File: config.mk
export PLATFORM = sky130hd
export DESIGN_NAME = sorted_array_priority_queue_core
export DESIGN_NICKNAME = d
export VERILOG_FILES = /design/src/hw/rtl/sapq_pkg.sv /design/src/hw/rtl/sapq_datapath.sv /design/src/hw/rtl/sapq_ctrl.sv /design/src/hw/rtl/sorted_array_priority_queue_core.sv
export SDC_FILE = /design/constraint.sdc
export NUM_CORES = 2
export LEC_CHECK = 0
export BUFFER_PORTS_ARGS = -buffer_cell sky130_fd_sc_hd__clkbuf_2
export CORE_MARGIN = 2
export CORE_UTILIZATION = 48
export CTS_CLUSTER_SIZE = 12
export DETAILED_ROUTE_END_ITERATION = 10
export HOLD_SLACK_MARGIN = 0.1
export PLACE_DENSITY = 0.63
export SYNTH_ARGS = -nofsm -noshare
export SYNTH_HDL_FRONTEND = slang
export SYNTH_SLANG_ARGS = --single-unit
export TNS_END_PERCENT = 10
File: constraint.sdc
create_clock -name aclk -period 4.8 [get_ports aclk]
set_clock_uncertainty 0.2 [all_clocks]
set_input_delay 0.24 -clock aclk [delete_from_list [all_inputs] [get_ports aclk]]
set_output_delay 0.24 -clock aclk [all_outputs]
set_load 0.01 [all_outputs]
File: src/hw/rtl/sapq_pkg.sv
package sapq_pkg;

    localparam int KEY_W            = 32;
    localparam int ACT_W            = 2;
    localparam int STAT_W           = 2;
    localparam int DEFAULT_CAPACITY = 64;

    typedef enum logic [ACT_W-1:0] {
        ACT_INSERT,
        ACT_DELETE,
        ACT_CHANGE,
        ACT_GET_MIN
    } action_t;

    typedef enum logic [STAT_W-1:0] {
        ST_OK,
        ST_EMPTY,
        ST_NOT_FOUND,
        ST_FULL
    } status_t;

    // memory read address source
    typedef enum logic [1:0] {
        RD_ZERO,
        RD_IDX,
        RD_IDX_M1,
        RD_IDX_P1
    } rd_sel_t;

    // index register update
    typedef enum logic [2:0] {
        IDX_HOLD,
        IDX_ZERO,
        IDX_COUNT,
        IDX_INC,
        IDX_DEC
    } idx_op_t;

    typedef struct packed {
        logic    load;         // capture an input transaction
        idx_op_t idx_op;
        rd_sel_t rd_sel;
        logic    wr_ins;       // mem[idx] <= key being placed
        logic    wr_data;      // mem[idx] <= last read data
        logic    cnt_inc;
        logic    cnt_dec;
        logic    use_new_key;  // key being placed <= replacement key
        logic    set_status;
        status_t status;
        logic    publish;      // load output register
    } sapq_cmd_t;

    typedef struct packed {
        action_t action;
        logic    empty;
        logic    full;
        logic    idx_zero;
        logic    idx_at_count;
        logic    idx_last;     // idx + 1 == count
        logic    ins_lt;       // placed key < read data
        logic    key_eq;       // search key == read data
        logic    key_lt;       // search key < read data
    } sapq_stat_t;

endpackage

File: src/hw/rtl/sapq_datapath.sv
module sapq_datapath #(
    parameter int CAPACITY = sapq_pkg::DEFAULT_CAPACITY,
    localparam int CW = $clog2(CAPACITY + 1),
    localparam int AW = $clog2(CAPACITY)
) (
    input  logic                             aclk,
    input  logic                             aresetn,
    input  sapq_pkg::sapq_cmd_t              cmd,
    output sapq_pkg::sapq_stat_t             stat,
    input  logic [sapq_pkg::ACT_W-1:0]       in_action,
    input  logic signed [sapq_pkg::KEY_W-1:0] in_key,
    input  logic signed [sapq_pkg::KEY_W-1:0] in_new_key,
    output logic [sapq_pkg::STAT_W-1:0]      out_status,
    output logic signed [sapq_pkg::KEY_W-1:0] out_min,
    output logic [CW-1:0]                    out_count
);

    localparam logic [CW-1:0] CAP_C = CW'(CAPACITY);

    logic signed [sapq_pkg::KEY_W-1:0] mem [CAPACITY];

    sapq_pkg::action_t                 action_reg;
    sapq_pkg::status_t                 status_reg;
    logic signed [sapq_pkg::KEY_W-1:0] key_reg;
    logic signed [sapq_pkg::KEY_W-1:0] new_key_reg;
    logic signed [sapq_pkg::KEY_W-1:0] ins_key_reg;
    logic signed [sapq_pkg::KEY_W-1:0] rdata_reg;
    logic [CW-1:0]                     count_reg;
    logic [CW-1:0]                     idx_reg;

    logic [CW-1:0]                     idx_m1;
    logic [CW-1:0]                     idx_p1;
    logic [AW-1:0]                     rd_addr;
    logic [AW-1:0]                     wr_addr;
    logic                              wr_en;
    logic signed [sapq_pkg::KEY_W-1:0] wr_val;

    assign idx_m1  = idx_reg - CW'(1);
    assign idx_p1  = idx_reg + CW'(1);
    assign wr_addr = idx_reg[AW-1:0];
    assign wr_en   = cmd.wr_ins | cmd.wr_data;
    assign wr_val  = cmd.wr_ins ? ins_key_reg : rdata_reg;

    always_comb begin
        unique case (cmd.rd_sel)
            sapq_pkg::RD_ZERO:   rd_addr = '0;
            sapq_pkg::RD_IDX:    rd_addr = idx_reg[AW-1:0];
            sapq_pkg::RD_IDX_M1: rd_addr = idx_m1[AW-1:0];
            sapq_pkg::RD_IDX_P1: rd_addr = idx_p1[AW-1:0];
            default:             rd_addr = '0;
        endcase
    end

    // key store, one write and one registered read per cycle
    always_ff @(posedge aclk) begin
        if (wr_en) begin
            mem[wr_addr] <= wr_val;
        end
        rdata_reg <= mem[rd_addr];
    end

    always_ff @(posedge aclk) begin
        if (!aresetn) begin
            count_reg <= '0;
        end else if (cmd.cnt_inc) begin
            count_reg <= count_reg + CW'(1);
        end else if (cmd.cnt_dec) begin
            count_reg <= count_reg - CW'(1);
        end
    end

    always_ff @(posedge aclk) begin
        if (cmd.load) begin
            action_reg  <= sapq_pkg::action_t'(in_action);
            key_reg     <= in_key;
            new_key_reg <= in_new_key;
            ins_key_reg <= in_key;
            status_reg  <= sapq_pkg::ST_OK;
        end else begin
            if (cmd.use_new_key) begin
                ins_key_reg <= new_key_reg;
            end
            if (cmd.set_status) begin
                status_reg <= cmd.status;
            end
        end

        unique case (cmd.idx_op)
            sapq_pkg::IDX_HOLD:  idx_reg <= idx_reg;
            sapq_pkg::IDX_ZERO:  idx_reg <= '0;
            sapq_pkg::IDX_COUNT: idx_reg <= count_reg;
            sapq_pkg::IDX_INC:   idx_reg <= idx_p1;
            sapq_pkg::IDX_DEC:   idx_reg <= idx_m1;
            default:             idx_reg <= idx_reg;
        endcase

        if (cmd.publish) begin
            out_status <= status_reg;
            out_min    <= (count_reg == '0) ? '1 : rdata_reg;
            out_count  <= count_reg;
        end
    end

    always_comb begin
        stat.action       = action_reg;
        stat.empty        = (count_reg == '0);
        stat.full         = (count_reg == CAP_C);
        stat.idx_zero     = (idx_reg == '0);
        stat.idx_at_count = (idx_reg == count_reg);
        stat.idx_last     = (idx_p1 == count_reg);
        stat.ins_lt       = (ins_key_reg < rdata_reg);
        stat.key_eq       = (key_reg == rdata_reg);
        stat.key_lt       = (key_reg < rdata_reg);
    end

endmodule

File: src/hw/rtl/sapq_ctrl.sv
module sapq_ctrl (
    input  logic                 aclk,
    input  logic                 aresetn,
    input  logic                 s_valid,
    output logic                 s_ready,
    output logic                 m_valid,
    input  logic                 m_ready,
    input  sapq_pkg::sapq_stat_t stat,
    output sapq_pkg::sapq_cmd_t  cmd
);

    typedef enum logic [3:0] {
        IDLE,
        DISPATCH,
        INS_CHECK,
        INS_CMP,
        DEL_CHECK,
        DEL_CMP,
        SHF_CHECK,
        SHF_MOVE,
        MIN_RD,
        PUB
    } state_t;

    state_t state_reg, state_next;
    logic   out_valid_reg, out_valid_next;
    logic   out_free;

    assign out_free = !out_valid_reg || m_ready;
    assign s_ready  = (state_reg == IDLE);
    assign m_valid  = out_valid_reg;

    always_comb begin
        cmd        = '0;
        state_next = state_reg;
        unique case (state_reg)
            IDLE: begin
                if (s_valid) begin
                    cmd.load   = 1'b1;
                    state_next = DISPATCH;
                end
            end
            DISPATCH: begin
                unique case (stat.action)
                    sapq_pkg::ACT_INSERT: begin
                        if (stat.full) begin
                            cmd.set_status = 1'b1;
                            cmd.status     = sapq_pkg::ST_FULL;
                            state_next     = MIN_RD;
                        end else begin
                            cmd.idx_op = sapq_pkg::IDX_COUNT;
                            state_next = INS_CHECK;
                        end
                    end
                    sapq_pkg::ACT_DELETE, sapq_pkg::ACT_CHANGE: begin
                        if (stat.empty) begin
                            cmd.set_status = 1'b1;
                            cmd.status     = sapq_pkg::ST_EMPTY;
                            state_next     = MIN_RD;
                        end else begin
                            cmd.idx_op = sapq_pkg::IDX_ZERO;
                            state_next = DEL_CHECK;
                        end
                    end
                    default: begin
                        if (stat.empty) begin
                            cmd.set_status = 1'b1;
                            cmd.status     = sapq_pkg::ST_EMPTY;
                        end
                        state_next = MIN_RD;
                    end
                endcase
            end
            // walk down from the top, moving larger keys up one slot
            INS_CHECK: begin
                if (stat.idx_zero) begin
                    cmd.wr_ins  = 1'b1;
                    cmd.cnt_inc = 1'b1;
                    state_next  = MIN_RD;
                end else begin
                    cmd.rd_sel = sapq_pkg::RD_IDX_M1;
                    state_next = INS_CMP;
                end
            end
            INS_CMP: begin
                if (stat.ins_lt) begin
                    cmd.wr_data = 1'b1;
                    cmd.idx_op  = sapq_pkg::IDX_DEC;
                    state_next  = INS_CHECK;
                end else begin
                    cmd.wr_ins  = 1'b1;
                    cmd.cnt_inc = 1'b1;
                    state_next  = MIN_RD;
                end
            end
            // search upward for the first equal key
            DEL_CHECK: begin
                if (stat.idx_at_count) begin
                    cmd.set_status = 1'b1;
                    cmd.status     = sapq_pkg::ST_NOT_FOUND;
                    state_next     = MIN_RD;
                end else begin
                    cmd.rd_sel = sapq_pkg::RD_IDX;
                    state_next = DEL_CMP;
                end
            end
            DEL_CMP: begin
                priority if (stat.key_eq) begin
                    state_next = SHF_CHECK;
                end else if (stat.key_lt) begin
                    cmd.set_status = 1'b1;
                    cmd.status     = sapq_pkg::ST_NOT_FOUND;
                    state_next     = MIN_RD;
                end else begin
                    cmd.idx_op = sapq_pkg::IDX_INC;
                    state_next = DEL_CHECK;
                end
            end
            // close the gap; on the last slot idx equals the new count
            SHF_CHECK: begin
                if (stat.idx_last) begin
                    cmd.cnt_dec = 1'b1;
                    if (stat.action == sapq_pkg::ACT_CHANGE) begin
                        cmd.use_new_key = 1'b1;
                        state_next      = INS_CHECK;
                    end else begin
                        state_next = MIN_RD;
                    end
                end else begin
                    cmd.rd_sel = sapq_pkg::RD_IDX_P1;
                    state_next = SHF_MOVE;
                end
            end
            SHF_MOVE: begin
                cmd.wr_data = 1'b1;
                cmd.idx_op  = sapq_pkg::IDX_INC;
                state_next  = SHF_CHECK;
            end
            MIN_RD: begin
                cmd.rd_sel = sapq_pkg::RD_ZERO;
                state_next = PUB;
            end
            PUB: begin
                cmd.rd_sel = sapq_pkg::RD_ZERO;
                if (out_free) begin
                    cmd.publish = 1'b1;
                    state_next  = IDLE;
                end
            end
            default: begin
                state_next = IDLE;
            end
        endcase
    end

    always_comb begin
        if (cmd.publish) begin
            out_valid_next = 1'b1;
        end else if (m_ready) begin
            out_valid_next = 1'b0;
        end else begin
            out_valid_next = out_valid_reg;
        end
    end

    always_ff @(posedge aclk) begin
        if (!aresetn) begin
            state_reg     <= IDLE;
            out_valid_reg <= 1'b0;
        end else begin
            state_reg     <= state_next;
            out_valid_reg <= out_valid_next;
        end
    end

endmodule

File: src/hw/rtl/sorted_array_priority_queue_core.sv
// Each transaction is taken, dispatched on its action, then walks the key store one key
// compared or moved at a time; every path ends by reading slot 0 and publishing the result.
// The slowest transaction is a change of the largest key into the smallest.
// Flow: one transaction in flight; the next is taken while a result waits.
// Reset (aresetn low, synchronous) empties the queue and drops any pending result.
module sorted_array_priority_queue_core #(
    parameter int CAPACITY = sapq_pkg::DEFAULT_CAPACITY,
    localparam int CW  = $clog2(CAPACITY + 1),
    localparam int ODW = ((sapq_pkg::KEY_W + CW + 7) / 8) * 8
) (
    input  logic                         aclk,
    input  logic                         aresetn,
    // input transactions
    input  logic                         s_axis_tvalid,
    output logic                         s_axis_tready,
    input  logic [2*sapq_pkg::KEY_W-1:0] s_axis_tdata,  // key, new_key
    input  logic [sapq_pkg::ACT_W-1:0]   s_axis_tuser,  // action
    // result transactions
    output logic                         m_axis_tvalid,
    input  logic                         m_axis_tready,
    output logic [ODW-1:0]               m_axis_tdata,  // min_key, entry_count, zero pad
    output logic [sapq_pkg::STAT_W-1:0]  m_axis_tuser   // status
);

    sapq_pkg::sapq_cmd_t               cmd;
    sapq_pkg::sapq_stat_t              stat;
    logic [sapq_pkg::STAT_W-1:0]       out_status;
    logic signed [sapq_pkg::KEY_W-1:0] out_min;
    logic [CW-1:0]                     out_count;

    // Controller sequences the search/shift walks; datapath owns the store.
    sapq_ctrl u_ctrl (
        .aclk    (aclk),
        .aresetn (aresetn),
        .s_valid (s_axis_tvalid),
        .s_ready (s_axis_tready),
        .m_valid (m_axis_tvalid),
        .m_ready (m_axis_tready),
        .stat    (stat),
        .cmd     (cmd)
    );

    sapq_datapath #(
        .CAPACITY (CAPACITY)
    ) u_datapath (
        .aclk       (aclk),
        .aresetn    (aresetn),
        .cmd        (cmd),
        .stat       (stat),
        .in_action  (s_axis_tuser),
        .in_key     (s_axis_tdata[sapq_pkg::KEY_W-1:0]),
        .in_new_key (s_axis_tdata[2*sapq_pkg::KEY_W-1:sapq_pkg::KEY_W]),
        .out_status (out_status),
        .out_min    (out_min),
        .out_count  (out_count)
    );

    assign m_axis_tdata = ODW'({out_count, out_min});
    assign m_axis_tuser = out_status;

    // count never passes the store size
    a_count_bound: assert property (@(posedge aclk) disable iff (!aresetn)
        m_axis_tvalid |-> (out_count <= CW'(CAPACITY)))
        else $error("entry_count above capacity");

    // an empty report comes only with an empty store
    a_empty_count: assert property (@(posedge aclk) disable iff (!aresetn)
        (m_axis_tvalid && (out_status == sapq_pkg::ST_EMPTY)) |-> (out_count == '0))
        else $error("empty status with nonzero count");

    // a dropped insert comes only with a full store
    a_full_count: assert property (@(posedge aclk) disable iff (!aresetn)
        (m_axis_tvalid && (out_status == sapq_pkg::ST_FULL)) |-> (out_count == CW'(CAPACITY)))
        else $error("full status below capacity");

    // empty store reports minimum of -1
    a_empty_min: assert property (@(posedge aclk) disable iff (!aresetn)
        (m_axis_tvalid && (out_count == '0)) |-> (out_min == -32'sd1))
        else $error("empty store with minimum other than -1");

endmodule

; ---- Word-level counts from Yosys, hierarchy flattened
; Memories as Yosys holds them, arrays and structs flattened. A register that Yosys moved wholly into a read port is not among the register bits.
; Index checks and enable logic that the tools add are counted.
[totals]
regBits = 160
mem_bits_rw = 2048
in_bits = 70
out_inout_bits = 44
word_cells = 111
memories = 1
[mem_list]
columns = memory, words, width, read_ports, rd_ports_with_merged_regs, write_ports, line_no
row1 = u_datapath.mem, 64, 32, 1, 1, 1, sapq_datapath.sv:20  ; logic signed [sapq_pkg::KEY_W-1:0] mem [CAPACITY];
[op_classes]
addsub = 4
order_cmp = 2
eq_ne = 24
muxes = 54
bitwise_logic = 1
reduce_logical = 13
[ops]
columns = op, count
row1 = two-way mux 32 bit, 3
row2 = less-than comparator 32 bit, 2
row3 = two-way mux 4 bit, 11
row4 = case mux 4 bit (10 select lines), 1
row5 = equality test 32 bit, 1
row6 = case mux 7 bit (4 select lines), 1
row7 = two-way mux 3 bit, 8
row8 = case mux 6 bit (4 select lines), 1
row9 = "equality test 4 x 3 -> 1 bit, second input constant", 4
row10 = "adder 7 x 1 -> 7 bit, second input constant", 2
row11 = equality test 7 bit, 2
row12 = logical NOT 7 bit, 2
row13 = two-way mux 1 bit, 14
row14 = two-way mux 7 bit, 2
row15 = "subtractor 7 x 1 -> 7 bit, second input constant", 2
row16 = two-way mux 2 bit, 6
row17 = case mux 3 bit (4 select lines), 1
row18 = case mux 3 bit (3 select lines), 1
row19 = "equality test 4 x 2 -> 1 bit, second input constant", 2
row20 = "equality test 4 bit, second input constant", 2
row21 = case mux 4 bit (2 select lines), 1
row22 = "equality test 7 bit, second input constant", 1
row23 = "equality test 2 bit, second input constant", 3
row24 = "equality test 3 x 2 -> 1 bit, second input constant", 2
row25 = other kinds (18), 23

; ---- Depth between registers and ports, before layout
[depth]
ltp_word = 6
mapped_depth = 21
mapped_depth_nobuf = 20

; ---- Cells and area by module
; A second synthesis with hierarchy kept.
[hier_totals]
cells_unflattened = 5872
area_unflattened_um2 = 88936.5
[by_module_without_submodules]
columns = module, instances, cells_per_inst, area_per_inst_um2, seq_area_each_um2
row1 = sapq_datapath, 1, 5788, 88323.5, 66704.0
row2 = sapq_ctrl, 1, 82, 601.8, 100.1
row3 = sorted_array_priority_queue_core, 1, 2, 11.3, 0.0

; ---- Worst setup path after synthesis
; Ideal clock, no wire load.
[synth_timing]
kind = reg-to-reg
start = register u_datapath.idx_reg[0]
end = register u_datapath.ins_key_reg[0] (netlist name), enable pin
setup_ns = 0.466
arrival_time_ns = 4.521
required_ns = 4.134
slack_ns = -0.386
path_stages_with_launch = 10
n_path_buf = 1
period_less_slack_ns = 5.186
cell_sequence = edfxtp_1 > clkbuf_1 > inv_1 > ha_1 > xnor2_1 > o311a_1 > o211ai_1 > or3_1 > nand2b_1 > o21ai_0
[synth_between]
elab_chain_len = 5
[synth_rtl]
columns = element, line_no
row1 = from (decl), sapq_datapath.sv:29  ; logic [CW-1:0] idx_reg;
row2 = from (signal assigned), sapq_datapath.sv:89  ; sapq_pkg::IDX_HOLD: idx_reg <= idx_reg;
row3 = from (signal assigned), sapq_datapath.sv:91  ; sapq_pkg::IDX_COUNT: idx_reg <= count_reg;
row4 = from (signal assigned), sapq_datapath.sv:92  ; sapq_pkg::IDX_INC: idx_reg <= idx_p1;
row5 = adder 7 x 1 -> 7 bit, sapq_datapath.sv:39  ; assign idx_p1 = idx_reg + CW'(1);
row6 = equality test 7 bit, sapq_datapath.sv:110  ; stat.idx_last = (idx_p1 == count_reg);
row7 = two-way mux 2 bit, sapq_ctrl.sv:121  ; if (stat.idx_last) begin
row8 = two-way mux 2 bit, sapq_ctrl.sv:36  ; unique case (state_reg)
row9 = nonzero test 2 bit (no line), --
row10 = to (signal assigned), sapq_datapath.sv:77  ; ins_key_reg <= in_key;
row11 = to (signal assigned), sapq_datapath.sv:81  ; ins_key_reg <= new_key_reg;
row12 = to (decl), sapq_datapath.sv:26  ; logic signed [sapq_pkg::KEY_W-1:0] ins_key_reg;
; Every way passes these cells.
; A chain may end at the register's enable or synchronous reset.

; ---- Worst setup path after layout
[layout_timing]
start = register u_datapath.idx_reg[0]
end = register u_datapath.rdata_reg[30] (netlist name) (read register of u_datapath.mem)
[layout_between]
elab_chain_len = 6
elab_cells_between_ends = 14
cone_classes = add/sub: 2 / eq/ne: 5 / mux: 5 / reduce/logical: 2
[layout_rtl]
columns = element, line_no
row1 = adder 7 x 1 -> 7 bit, sapq_datapath.sv:39
row2 = equality test 7 bit, sapq_datapath.sv:110
row3 = two-way mux 2 bit, sapq_ctrl.sv:121
row4 = case mux 2 bit (3 select lines), sapq_ctrl.sv:36
row5 = equality test 2 bit (tied with other cells), sapq_datapath.sv:45  ; unique case (cmd.rd_sel)
row6 = case mux 6 bit (4 select lines) (*), sapq_datapath.sv:45
row7 = to (decl), sapq_datapath.sv:27  ; logic signed [sapq_pkg::KEY_W-1:0] rdata_reg;
; Every way passes the cells marked *; elsewhere a longest branch is shown, timed or not.

==> summary.md <==
| Metric | Value |
|---|---|
| Status | finished clean |
| Synth Register Bits | 2240 |
| Congestion Overflow GR | 0 |
| All-Layer GR Usage | 27.5% |
| Clk slew on worst S/H paths | 60 ps |
| Area Overhead vs Synth | 17.2% |
| Setup Total Neg Slack | 0 ps |
| Die area | 194000 µm² |
| Routed wire length | 270000 µm |
| Vias in the first global route | 55700 |
| Syn Std Cell Area | 91600 µm² |
| Die Span Y | 441 µm |
| CTS tree | yes |
| Inserted Clock Buffers | 223 |
| Worst-Margin Slew | 1070 ps |
| Post-Syn Instances | 6171 |
| Post-synth EDFFs | 2194 |
| Crit-path cells | ha_2, inv_1, or4_1, mux2_2, o31a_2, buf_4, a21oi_4, buf_12, buf_12, buf_6, buf_4, mux2i_1, mux2i_1, buf_4, a22o_1, nor4_4 |
| Crit Path Class | flop to flop |
| RSZ-0062 raised after global routing | yes |
| Worst path max stage delay | 480 ps |
| Routability congestion estimate from global placement | 0.893 |
| Clk sinks | 2240 |
| Vias per cell | 6.13 |
| Required time of the critical path | 5310 ps |
| Total number of vias | 57900 |
| Post-DP HPWL | 161000 µm |
| Min-Delay Path Class | primary input to flop |
| Final Hold Viols | 0 |
| Syn_area_per_cell | 14.8 µm² |
| Final ANT Viol Nets | 0 |
| Drt pass-1 iters | 6 |
| Die W | 441 µm |
| Min Tclk post-route | 4750 ps |
| Htree depth | 4 |
| Fin cells | 9446 |
| Inst Count DP | 8915 |
| Initial antenna violation count | 8 |
| CP max FO | 22 |
| Post-route total power | 44000 µW |
| PortBufs | 112 |
| Max-Cap Viols | 0 |
| Synth warnings | 0 |
| Max-slew headroom | 28.4% |
| PwrDens | 410 nW/µm² |
| First-pass GRT wire length | 388000 µm |
| Clock root cell | clkbuf_16 |
| Rows | 160 |
| CTS Buffer Depth | 3 |
| Largest Register | u_datapath.mem |
| Initial core utilization | 48.2% |
| Max-slew violations | 0 |
| Hold slack | 175 ps |
| Synth unique cells | 95 |
| Worst path most repeated cell | buf_4 |
| Largest net degree at the start of global routing | 84 |
| Largest register FFs | 2048 |
| DRT iter0 DRCs | 7752 |
| Critical Path AT | 5250 ps |
| CP Capture Type | flop |
| WL/cell | 28.6 µm |
| Worst Setup Start Kind | flop |
| Cell Area, Placed | 98900 µm² |
| Post-route DRC violation count | 0 |
| Sequential share of the synthesized area | 72.9% |
| Maximum VDD drop | 359 µV |
| CP max stage cell | nor4_4 |
| Leakage | 0.0381 µW |
| Ant diodes | 0 |
| Max Fclk | 211 MHz |
| Post-synth ARST share | 0% |
| Fin area | 107000 µm² |
| Tcrit/Tclk final | 98.9% |
| Core Footprint | 190000 µm² |
| Share of cells above drive strength 1 | 17.5% |
| Predominant post-synthesis flop cell | edfxtp_1 |
| Worst skew pair latency | 900 ps |
| # nets final | 6914 |
| Final setup vio count | 0 |
| Syn_nets | 6316 |
| I/O Pins | 114 |
==> final timing paths <==
kind              cells after the start                                 end  slack, ps                                  start
setup / recovery                     16    u_datapath.rdata_reg[30]$_DFF_P_         50        u_datapath.idx_reg[0]$_DFFE_PP_
hold / removal                        4         u_ctrl.m_valid$_SDFFE_PN0P_        180                          m_axis_tready
setup reg to reg                     16    u_datapath.rdata_reg[30]$_DFF_P_         50        u_datapath.idx_reg[0]$_DFFE_PP_
hold reg to reg                       0  u_datapath.out_status[1]$_DFFE_PP_        240  u_datapath.status_reg[1]$_SDFFE_PP0P_
==> logic make-up after synthesis <==
| kind of cell | synth area share [%] |
|---|---|
| compound gates | 7.51 |
| xor+xnor | 0.171 |
| fa+ha+maj | 1.03 |
| buf+inv | 2.85 |
| flops | 72.9 |
| mux | 7.65 |
| other cells | 0.00409 |
| simple gates | 7.85 |
==> power breakdown <==
part	switching, µW	internal, µW
Sequential	165	22600
Clock	7450	9130
Combinational	3220	1480
==> final cells by class <==
class	instances	area [µm²]
clock inverters	70	883
clock buffers	321	6000
repair buffers	762	6990
multi-input cells	3361	22900
flip-flops and latches	2240	66800
fillers	14600	82600
inverters	181	681
well taps	2511	3140
==> repair_timing <==
action / 4_1_cts / 5_1_grt
endpoints found under the hold margin: 171 / 0
buffers inserted: 0 / 5
hold buffers: 135 / 0
gates resized for setup: 24 / 27
setup endpoints to repair: 12 / 28
pin swaps: 4 / 2
==> worst max-delay path: cells and delay by family, from the launching register on <==
kind | cells | cell delay, ps
muxes | 3 | 580
buffers and inverters | 7 | 1270
and+or+nand+nor | 2 | 890
DFF | 1 | 420
AOI/OAI and AO/OA | 3 | 950
adders and majority gates | 1 | 230
==> metrics by stage <==
step           setup WS [ps]  util [%]
6_report                53.6      56.5
5_1_grt                 -115      56.5
4_1_cts                 3.33      56.5
3_5_place_dp            -754      52.1
3_3_place_gp            -739      52.1
2_1_floorplan            403         -
==> cells in the final DEF (no fill, tap or decap), types with 10 or more instances in the layout <==
| cell type | instances |
|---|---|
| inv_1 | 178 |
| a21oi_1 | 153 |
| o2111ai_1 | 14 |
| o22a_1 | 25 |
| a311oi_1 | 31 |
| clkinv_16 | 14 |
| and3_1 | 95 |
| a32oi_1 | 10 |
| o311ai_0 | 10 |
| nand3_1 | 386 |
| nor2_1 | 48 |
| edfxtp_1 | 2194 |
| buf_4 | 414 |
| or4_1 | 16 |
| nor4_1 | 15 |
| dfxtp_1 | 43 |
| clkbuf_2 | 112 |
| clkinv_2 | 15 |
| a211oi_1 | 20 |
| o211ai_1 | 331 |
| nor3_1 | 29 |
| ha_1 | 73 |
| o32ai_1 | 20 |
| clkinv_1 | 31 |
| nand4_1 | 37 |
| o22ai_1 | 26 |
| a22oi_1 | 10 |
| mux2i_1 | 480 |
| a2111oi_0 | 10 |
| nand2_1 | 830 |
| clkbuf_16 | 223 |
| clkbuf_1 | 93 |
| dlygate4sd3_1 | 135 |
| a31oi_1 | 39 |
| o21ai_0 | 190 |
| nor2_4 | 65 |
| buf_12 | 91 |
| mux2_2 | 196 |
| a21o_1 | 24 |
==> cell usage after synthesis (28+ instances only) <==
library cell	n	area [µm²]
edfxtp_1	2194	65900
nand2_1	831	3120
mux2i_1	480	4800
nand3_1	386	1930
o211ai_1	331	2480
mux2_2	196	2210
o21ai_0	194	971
buf_2	187	936
inv_1	178	668
a21oi_1	154	771
clkbuf_1	134	503
nor2_1	112	420
and3_1	95	594
ha_1	74	926
dfxtp_1	46	921
a31oi_1	39	244
nand4_1	37	231
a311oi_1	31	272
nor3_1	30	150
buf_4	28	210
==> layer usage <==
metal	share of wire (%)	global-route usage, %
met1	40	38.4
met2	46	43.0
met3	9.3	4.69
met4	4.4	11.0
met5	0.016	0
No activity file was read; power rests on OpenSTA's default activity.
